**config.mk**
```make
export PLATFORM = sky130hd
export DESIGN_NAME = integer_to_ascii_converter
export DESIGN_NICKNAME = d
export VERILOG_FILES = /design/src/sv/i2a_pkg.sv /design/src/sv/i2a_dabble.sv /design/src/sv/i2a_emit.sv /design/src/sv/integer_to_ascii_converter.sv
export SDC_FILE = /design/constraint.sdc
export NUM_CORES = 1
export LEC_CHECK = 0
export ABC_CLOCK_PERIOD_IN_PS = 9850
export BUFFER_PORTS_ARGS = -buffer_cell sky130_fd_sc_hd__clkbuf_2
export CORE_ASPECT_RATIO = 1.1
export CORE_MARGIN = 2
export CORE_UTILIZATION = 57
export CTS_BUF_LIST = sky130_fd_sc_hd__clkbuf_8
export DETAILED_ROUTE_END_ITERATION = 7
export PLACE_DENSITY = 0.75
export SETUP_SLACK_MARGIN = 0.5
export SLEW_MARGIN = 30
export SYNTH_ARGS = -nofsm -noshare
export SYNTH_HDL_FRONTEND = slang
export SYNTH_SLANG_ARGS = --single-unit
```
**constraint.sdc**
```tcl
create_clock -name i_clk -period 9.85 [get_ports i_clk]
set_clock_uncertainty 0.15 [all_clocks]
set_input_delay 0.4925 -clock i_clk [delete_from_list [all_inputs] [get_ports i_clk]]
set_output_delay 0.4925 -clock i_clk [all_outputs]
set_load 0.005 [all_outputs]
```
**src/sv/i2a_pkg.sv**
```systemverilog
// Shared types, constants and helpers for the integer-to-ASCII converter.
// No dependencies.
package i2a_pkg;

    localparam int VALUE_BITS      = 64;   // width of the value_bits field
    localparam int KIND_BITS       = 2;
    localparam int CHAR_BITS       = 7;
    localparam int OUT_TDATA_BITS  = 8;
    localparam int DEF_VALUE_WIDTH = 64;

    localparam logic [CHAR_BITS-1:0] CH_ZERO  = 7'h30;  // '0'
    localparam logic [CHAR_BITS-1:0] CH_MINUS = 7'h2D;  // '-'
    localparam logic [CHAR_BITS-1:0] CH_UPPER = 7'h41;  // 'A'
    localparam logic [CHAR_BITS-1:0] CH_LOWER = 7'h61;  // 'a'

    typedef enum logic [KIND_BITS-1:0] {
        KIND_SDEC = 2'd0,
        KIND_UDEC = 2'd1,
        KIND_HEXL = 2'd2,
        KIND_HEXU = 2'd3
    } t_kind;

    // Formatting flags that travel with one converted value.
    typedef struct packed {
        logic neg;
        logic upper;
    } t_fmt;

    // Digit slots needed for a w-bit value: floor(w*log10(2)) + 1, which
    // also covers the hex nibbles since each BCD digit is four bits.
    function automatic int dec_digits(input int w);
        return ((w * 1233) >> 12) + 1;
    endfunction

    function automatic logic [CHAR_BITS-1:0] nibble_char(input logic [3:0] nib,
                                                         input logic       upper);
        logic [CHAR_BITS-1:0] base;
        if (nib < 4'd10) begin
            return CH_ZERO + {3'b000, nib};
        end
        base = upper ? CH_UPPER : CH_LOWER;
        return base + {3'b000, nib - 4'd10};
    endfunction

endpackage

```
**src/sv/i2a_dabble.sv**
```systemverilog
// Bit-serial binary to BCD converter (shift and add-3), one input bit per cycle.
// Hex values bypass the shifting and are held as plain nibbles. Uses i2a_pkg.
module i2a_dabble import i2a_pkg::*; #(
    parameter int W    = DEF_VALUE_WIDTH,
    parameter int NDIG = dec_digits(DEF_VALUE_WIDTH)
) (
    input  logic              i_clk,
    input  logic              i_rst_n,
    input  logic              i_load,
    input  logic [W-1:0]      i_mag,
    input  logic              i_dec,
    input  t_fmt              i_fmt,
    output logic              o_idle,
    output logic              o_valid,
    input  logic              i_take,
    output logic [NDIG*4-1:0] o_digits,
    output t_fmt              o_fmt
);

    localparam int CW = (W > 1) ? $clog2(W) : 1;

    typedef enum logic [1:0] {
        D_IDLE,
        D_RUN,
        D_DONE
    } t_dstate;

    t_dstate           r_state;
    logic [W-1:0]      r_bin;
    logic [NDIG*4-1:0] r_bcd;
    logic [CW-1:0]     r_cnt;
    t_fmt              r_fmt;
    logic [NDIG*4-1:0] n_adj;

    // add 3 to every digit of 5 or more before the shift
    always_comb begin
        for (int i = 0; i < NDIG; i++) begin
            n_adj[i*4 +: 4] = (r_bcd[i*4 +: 4] >= 4'd5) ? r_bcd[i*4 +: 4] + 4'd3
                                                        : r_bcd[i*4 +: 4];
        end
    end

    always_ff @(posedge i_clk) begin
        if (!i_rst_n) begin
            r_state <= D_IDLE;
        end else begin
            unique case (r_state)
                D_IDLE: begin
                    if (i_load) begin
                        r_fmt <= i_fmt;
                        r_bin <= i_mag;
                        r_cnt <= CW'(W - 1);
                        if (i_dec) begin
                            r_bcd   <= '0;
                            r_state <= D_RUN;
                        end else begin
                            r_bcd   <= (NDIG*4)'(i_mag);
                            r_state <= D_DONE;
                        end
                    end
                end
                D_RUN: begin
                    r_bcd <= {n_adj[NDIG*4-2:0], r_bin[W-1]};
                    r_bin <= r_bin << 1;
                    r_cnt <= r_cnt - CW'(1);
                    if (r_cnt == '0) begin
                        r_state <= D_DONE;
                    end
                end
                D_DONE: begin
                    if (i_take) begin
                        r_state <= D_IDLE;
                    end
                end
                default: r_state <= D_IDLE;
            endcase
        end
    end

    assign o_idle   = (r_state == D_IDLE);
    assign o_valid  = (r_state == D_DONE);
    assign o_digits = r_bcd;
    assign o_fmt    = r_fmt;

endmodule

```
**src/sv/i2a_emit.sv**
```systemverilog
// Character serializer: drops leading zero digits, adds the sign and sends one
// ASCII word per cycle while the sink accepts, through a registered output stage. Uses i2a_pkg.
module i2a_emit import i2a_pkg::*; #(
    parameter int NDIG = dec_digits(DEF_VALUE_WIDTH)
) (
    input  logic                      i_clk,
    input  logic                      i_rst_n,
    input  logic                      i_valid,
    output logic                      o_take,
    input  logic [NDIG*4-1:0]         i_digits,
    input  t_fmt                      i_fmt,
    output logic                      o_m_axis_tvalid,
    input  logic                      i_m_axis_tready,
    output logic [OUT_TDATA_BITS-1:0] o_m_axis_tdata,   // [6:0] ascii_char, [7] zero
    output logic                      o_m_axis_tlast    // last
);

    localparam int LW = $clog2(NDIG + 1);

    typedef enum logic [1:0] {
        E_IDLE,
        E_SKIP,
        E_SIGN,
        E_DIGIT
    } t_estate;

    t_estate              r_state;
    logic [NDIG*4-1:0]    r_dig;
    logic [LW-1:0]        r_left;
    t_fmt                 r_fmt;
    logic                 r_out_valid;
    logic [CHAR_BITS-1:0] r_out_char;
    logic                 r_out_last;
    logic                 n_adv;
    logic [3:0]           n_top;

    assign n_adv = !r_out_valid || i_m_axis_tready;
    assign n_top = r_dig[NDIG*4-1 -: 4];

    always_ff @(posedge i_clk) begin
        if (!i_rst_n) begin
            r_state     <= E_IDLE;
            r_out_valid <= 1'b0;
        end else begin
            unique case (r_state)
                E_IDLE: begin
                    if (i_m_axis_tready) begin
                        r_out_valid <= 1'b0;
                    end
                    if (i_valid) begin
                        r_dig   <= i_digits;
                        r_fmt   <= i_fmt;
                        r_left  <= LW'(NDIG);
                        r_state <= E_SKIP;
                    end
                end
                E_SKIP: begin
                    if (i_m_axis_tready) begin
                        r_out_valid <= 1'b0;
                    end
                    // one leading zero per cycle; the last digit always stays
                    if (n_top == 4'd0 && r_left > LW'(1)) begin
                        r_dig  <= r_dig << 4;
                        r_left <= r_left - LW'(1);
                    end else begin
                        r_state <= r_fmt.neg ? E_SIGN : E_DIGIT;
                    end
                end
                E_SIGN: begin
                    if (n_adv) begin
                        r_out_valid <= 1'b1;
                        r_out_char  <= CH_MINUS;
                        r_out_last  <= 1'b0;
                        r_state     <= E_DIGIT;
                    end
                end
                E_DIGIT: begin
                    if (n_adv) begin
                        r_out_valid <= 1'b1;
                        r_out_char  <= nibble_char(n_top, r_fmt.upper);
                        r_out_last  <= (r_left == LW'(1));
                        r_dig       <= r_dig << 4;
                        r_left      <= r_left - LW'(1);
                        if (r_left == LW'(1)) begin
                            r_state <= E_IDLE;
                        end
                    end
                end
            endcase
        end
    end

    assign o_take          = (r_state == E_IDLE);
    assign o_m_axis_tvalid = r_out_valid;
    assign o_m_axis_tdata  = {1'b0, r_out_char};
    assign o_m_axis_tlast  = r_out_last;

endmodule

```
**src/sv/integer_to_ascii_converter.sv**
```systemverilog
// Integer to ASCII converter: top level over i2a_dabble and i2a_emit; uses i2a_pkg.
// Decimal values run through the BCD shifter, one bit per cycle; hex values skip it.
// The serializer suppresses leading zero digits. A new value is accepted once the
// shifter hands its result on, overlapping the output of the previous value.
// Reset: synchronous, active low; clears both control state machines.
module integer_to_ascii_converter import i2a_pkg::*; #(
    parameter int VALUE_WIDTH = DEF_VALUE_WIDTH
) (
    input  logic                      i_clk,
    input  logic                      i_rst_n,
    input  logic                      i_s_axis_tvalid,
    output logic                      o_s_axis_tready,
    input  logic [VALUE_BITS-1:0]     i_s_axis_tdata,   // [63:0] value_bits
    input  logic [KIND_BITS-1:0]      i_s_axis_tuser,   // [1:0] kind
    output logic                      o_m_axis_tvalid,
    input  logic                      i_m_axis_tready,
    output logic [OUT_TDATA_BITS-1:0] o_m_axis_tdata,   // [6:0] ascii_char, [7] zero
    output logic                      o_m_axis_tlast    // last
);

    localparam int NDIG = dec_digits(VALUE_WIDTH);

    t_kind               w_kind;
    logic [VALUE_WIDTH-1:0] w_val;
    logic [VALUE_WIDTH-1:0] w_mag;
    logic                w_load;
    logic                w_dec;
    t_fmt                w_fmt_in;
    logic                w_dab_idle;
    logic                w_dab_valid;
    logic                w_emit_take;
    logic [NDIG*4-1:0]   w_digits;
    t_fmt                w_fmt;

    assign w_kind         = t_kind'(i_s_axis_tuser);
    assign w_val          = i_s_axis_tdata[VALUE_WIDTH-1:0];
    assign w_fmt_in.neg   = (w_kind == KIND_SDEC) && w_val[VALUE_WIDTH-1];
    assign w_fmt_in.upper = (w_kind == KIND_HEXU);
    assign w_dec          = (w_kind == KIND_SDEC) || (w_kind == KIND_UDEC);
    // modulo 2^W negate, so the most negative value keeps its full magnitude
    assign w_mag = w_fmt_in.neg ? VALUE_WIDTH'(~w_val + VALUE_WIDTH'(1)) : w_val;

    assign o_s_axis_tready = w_dab_idle;
    assign w_load          = i_s_axis_tvalid && w_dab_idle;

    i2a_dabble #(
        .W    (VALUE_WIDTH),
        .NDIG (NDIG)
    ) u_dabble (
        .i_clk    (i_clk),
        .i_rst_n  (i_rst_n),
        .i_load   (w_load),
        .i_mag    (w_mag),
        .i_dec    (w_dec),
        .i_fmt    (w_fmt_in),
        .o_idle   (w_dab_idle),
        .o_valid  (w_dab_valid),
        .i_take   (w_emit_take),
        .o_digits (w_digits),
        .o_fmt    (w_fmt)
    );

    i2a_emit #(
        .NDIG (NDIG)
    ) u_emit (
        .i_clk           (i_clk),
        .i_rst_n         (i_rst_n),
        .i_valid         (w_dab_valid),
        .o_take          (w_emit_take),
        .i_digits        (w_digits),
        .i_fmt           (w_fmt),
        .o_m_axis_tvalid (o_m_axis_tvalid),
        .i_m_axis_tready (i_m_axis_tready),
        .o_m_axis_tdata  (o_m_axis_tdata),
        .o_m_axis_tlast  (o_m_axis_tlast)
    );

`ifndef SYNTHESIS
    // a minus sign always has digits after it
    a_sign_not_last: assert property (@(posedge i_clk) disable iff (!i_rst_n)
        (o_m_axis_tvalid && o_m_axis_tdata[CHAR_BITS-1:0] == CH_MINUS) |-> !o_m_axis_tlast)
        else $error("minus sign flagged as last word");

    // an accepted value keeps the input from being ready in the cycle after the accept
    a_busy_after_accept: assert property (@(posedge i_clk) disable iff (!i_rst_n)
        (i_s_axis_tvalid && o_s_axis_tready) |=> !o_s_axis_tready)
        else $error("input ready right after accept");

    // the converter only hands over a result while it is not taking input
    a_dab_exclusive: assert property (@(posedge i_clk) disable iff (!i_rst_n)
        w_dab_valid |-> !w_dab_idle)
        else $error("converter idle and holding a result");
`endif

endmodule

```
# After elaboration in Yosys (flattened, before gate mapping)
# Index checks and enable logic that the tools add are counted.
# totals
output_inout_bits	11
register_bits	252
# classes
n_addsub	26
mux	64
eq_ne	19
n_reduce_logical	24
magnitude_cmp	22
n_bitwise	1
# ops
cell	n
$mux W80	4
$pmux W80 S3	1
$mux W64	3
$pmux W80 S2	1
$pmux W64 S2	1
$ge A4 B3 Y1 const B	20
$add A4 B2 Y4 const B	19
$mux W4	19
$add A64 B1 Y64 const B	1
$not A64 Y64	1
$mux W7	4
$mux W2	9
$ne A2 B1 Y1 const B	9
$mux W5	3
$pmux W5 S3	1
$pmux W7 S2	1
$mux W6	2
$pmux W6 S2	1
$reduce_and A3 Y1	4
$reduce_and A5 Y1	2
$mux W1	9
$eq A2 B2 Y1 const B	4
$pmux W2 S4	1
$add A6 B4 Y7 const A	1
other kinds (24)	35

# Longest topological paths before layout
# depth
ltp_word	8
ltp_mapped	8
ltp_nobuf	8

# By module
# Synthesis repeated with hierarchy kept, for this count alone.
# unflattened
hier_cells	1393
hier_area_um2	14776.7
# modules_own_cells
module	cells_per_inst	instances	area_each_um2
i2a_dabble	900	1	8897.3
i2a_emit	265	1	4375.4
integer_to_ascii_converter	228	1	1503.9

# Worst setup path after synthesis
# Ideal clock, no wire load.
# synth_path
path_type	input port to flip-flop
startpoint	input i_rst_n
endpoint	register u_dabble.r_bcd[0] (netlist: u_dabble.o_digits[0]), enable pin
t_required_ns	9.039
arrival_ns	7.129
setup_time_ns	0.661
n_path_buf	1
path_slack_ns	1.910
stages	3
path_cell_list	clkbuf_1 > nand2b_1 > nor2_1
# synth_via
elab_chain_len	1
# synth_lines
element	line	source
start, declared	integer_to_ascii_converter.sv:10	input logic i_rst_n,
$reduce_and A3 Y1 (no line)	-	
end signal, assigned	i2a_dabble.sv:57	r_bcd <= (NDIG*4)'(i_mag);
end signal, assigned	i2a_dabble.sv:63	r_bcd <= {n_adj[NDIG*4-2:0], r_bin[W-1]};
end, declared	i2a_dabble.sv:30	logic [NDIG*4-1:0] r_bcd;
# No other way between the ends.
# A chain may end at the register's enable or synchronous reset.

# Worst setup path in the final report
# layout_path
startpoint	register u_dabble.r_state[1]
endpoint	register u_dabble.r_bcd[46] (netlist: u_dabble.o_digits[46]), enable pin
# layout_via
elab_chain_len	4
elab_cells_between_ends	6
classes_between	eq/ne: 2; reduce/logical: 4
# layout_lines
element	line	source
start, declared	i2a_dabble.sv:28	t_dstate r_state;
start signal, assigned	i2a_dabble.sv:45	r_state <= D_IDLE;
start signal, assigned	i2a_dabble.sv:55	r_state <= D_RUN;
start signal, assigned	i2a_dabble.sv:58	r_state <= D_DONE;
$logic_not A2 Y1	i2a_dabble.sv:47, i2a_dabble.sv:80	
$logic_and A1 B1 Y1	integer_to_ascii_converter.sv:44	assign w_load = i_s_axis_tvalid && w_dab_idle;
$ne A2 B1 Y1 (no line)	-	
$reduce_and A3 Y1 (no line) (*)	-	
# Every way passes the cells marked *; elsewhere a longest branch is shown, timed or not.

==> impl_metrics.ini <==
[clocking]
cts_max_path_buffers = 3
clk-insertion-delay-late_ns = 0.55
cts_root_buffer = clkbuf_8
clkSinkCount = 252
postCtsHoldBufs = 0
cts_resized = 0
path_clk_slew_ns = 0.06
cts_buffers = 44
tritoncts = done
post-cts-setup-buffer-count = 0
htreeDepth = 2

[worst_setup_path]
ff2ff_path_depth = 4
critPathSlowestCell = buf_4
cp-end-kind = flip-flop
crit_required_ns = 9.86
path_max_fanout = 65
crit_family = buffers and inverters
cp.depth = 4
critPathLaunchType = flip-flop
arrival_ns = 3.14
cp.buffers_inverters = 2
crit_path_frequent_cell = buf_4
crit_chain = nand2b_1, nor2_4, buf_4, buf_4
cpPeakStageDelay_ns = 0.81
crit_type = flip-flop to flip-flop

[pwr]
switching_share_pct = 28.7
seqPwrFrac_pct = 50.0
p_per_area_nw_per_um2 = 189
netSwitchingPower_uw = 832
internal_power_mw = 2.07
p_leak_nw = 5.54
power_frac_comb_pct = 18.2
power.share.clock_pct = 31.8
peakVddDrop_v = 0.000110

[logic_synthesis]
ys_seq_elements = 252
async_reset_ff_share_pct = 0
syn_avg_cell_area_um2 = 10.5
synthFlopType = edfxtp_1
netlist_area_um2 = 13800
synth.distinct_cells = 53
synth-seq-area-share_pct = 54.4
synth_common_cells = 247 x edfxtp_1, 151 x o21ai_0, 115 x nor2_1, 113 x nand2_1, 105 x a21oi_1
syn-instance-count = 1317
syn-num-nets = 1439
yosysTopAreaCellShare_pct = 53.7
synthMostInstantiatedCell = edfxtp_1
yosys.area.top_type = edfxtp_1
synth_edf_count = 247
synthTopCellsByArea = edfxtp_1 54%, o21ai_0 5.5%, xnor2_1 4.9%, ha_1 4.7%, a21oi_1 3.8%
yosysWarnings = 0

[routing]
routedWlPerCell_um = 17.7
drc = 0
ant_nets = 0
vias = 10100
dr.pass1.iters = 5
vias_per_cell = 5.85
routed_wl_mm = 30.6
initialDrtViolationCount = 938

[job]
max_cap_violations = 0

[placed_design]
dp_slack_ns = 6.43
io_buffers = 79
dp_hpwl_mm = 20.3
routabilityCongestion = 0.854
dpl.cell_count = 1649

[sta]
period_share_pct = 31.9
finalSetupTns_ns = 0
max-slew-margin-rel_pct = 38.6
min_period_ns = 3.14
worst_slew_pin_slew_ns = 0.913
fin_ws_ns = 6.71
hold_violations = 0
max_freq_mhz = 319
rsz0062_at_grt = no
holdWs_ns = 0.0861
finalSetupViolations = 0
drv_slew = 0

[global_route]
grt.overflow.total = 0
grt.total_usage_pct = 24.0
first_global_vias = 10000
grt_pass1_wl_mm = 50.0
grt_start_max_net_pins = 117
antenna_found_initial = 0

[die]
core_um2 = 23800
start_util_pct = 58.2
dieArea_um2 = 25500
io_pins = 81
die_height_um = 167
die_x_um = 152
rows = 59

[layout]
fill_cells = 1872
drive_gt1_share_pct = 14.2
final_util_pct = 64.6
diodes = 0
nets = 1512
stdcell_count = 1729
syn_to_final_growth_pct = 11.0

[worst_hold_path]
hold_depth = 2
hold_class = primary input to flip-flop

[status]
outcome = finished, final reports clean
-- kinds of logic (layout without fill, tap and decap cells) --
kind of cell	count (synthesis)	in the layout	synth area share, %
multiplexers	38	38	3.10
AO/OA/AOI/OAI	318	318	12.5
flip-flops	252	252	54.4
buffers and inverters	122	229	3.34
other	1	1	0.0271
adder cells (fa/ha/maj)	52	52	4.71
XOR/XNOR	106	106	6.72
AND/OR/NAND/NOR	428	428	15.2
-- metrics by stage --
stage	power [mW]	area, µm²
finish	2.90	15300
global route	3.05	15300
CTS	2.92	15300
detailed placement	2.00	14500
global placement	1.98	14500
floorplan	1.85	13800
-- cells in the final DEF, fill, tap and decap left out, types with 12 or more instances in the layout --
cell type	n
nand2_1	112
nand2b_1	24
inv_1	68
nor2_1	112
nand3_1	71
mux2_2	38
clkbuf_2	79
nor4_1	12
nor3b_1	19
a21oi_1	104
nor3_1	29
xnor2_1	77
o21ai_0	151
edfxtp_1	247
a31oi_1	23
ha_1	52
xor2_1	29
clkinv_1	14
clkbuf_8	46
o31ai_1	18
-- metal layers --
metal | wire, µm | share of wire [%] | vias to the layer above | global-route usage (%)
met3 | 1550 | 5.1 | 62 | 3.60
met1 | 13000 | 43 | 4863 | 31.4
met4 | 745 | 2.4 | 0 | 7.49
met5 | 0 | 0 | - | 0
li1 | - | - | 4910 | -
met2 | 15300 | 50 | 283 | 41.6
-- power by group through the flow --
stage                     clock network (mW)  logic, mW  registers (mW)
final                                  0.923      0.529            1.45
after global routing                   0.983      0.598            1.47
after CTS                              0.935      0.534            1.45
after floorplan                            0      0.382            1.47
after detailed placement                   0      0.529            1.47
after global placement                     0      0.509            1.47
-- flip-flops by register name, summed over array words and instances (netlist names), 2 cells and up --
signal,count
u_emit.r_fmt,2
u_dabble.o_fmt,2
u_emit.r_left,5
u_emit.r_out_char,7
u_dabble.r_bin,64
u_emit.r_dig,80
u_emit.r_state,2
u_dabble.r_cnt,6
u_dabble.r_state,2
u_dabble.o_digits,80
-- path summary, 6_finish.rpt --
check                                                 startpoint                             endpoint  slack, ns
worst max-delay path            u_dabble.r_state[1]$_SDFFE_PN0P_      u_dabble.o_digits[46]$_DFFE_PP_       6.71
worst max register to register  u_dabble.r_state[1]$_SDFFE_PN0P_      u_dabble.o_digits[46]$_DFFE_PP_       6.71
worst min-delay path                             i_m_axis_tready  u_emit.o_m_axis_tvalid$_SDFFE_PN0P_       0.09
worst min register to register       u_dabble.o_fmt[1]$_DFFE_PP_            u_emit.r_fmt[1]$_DFFE_PP_       0.27
-- cell type report --
| class | count | area (µm²) | share of cell area, % |
|---|---|---|---|
| clock buffers | 46 | 633 | 4.13 |
| well taps | 305 | 382 | 2.49 |
| flip-flops and latches | 252 | 7520 | 49.0 |
| repair buffers | 89 | 498 | 3.25 |
| multi-input cells | 943 | 5890 | 38.4 |
| clock inverters | 34 | 196 | 1.28 |
| inverters | 60 | 225 | 1.47 |
(Power assumes the default switching activity.)
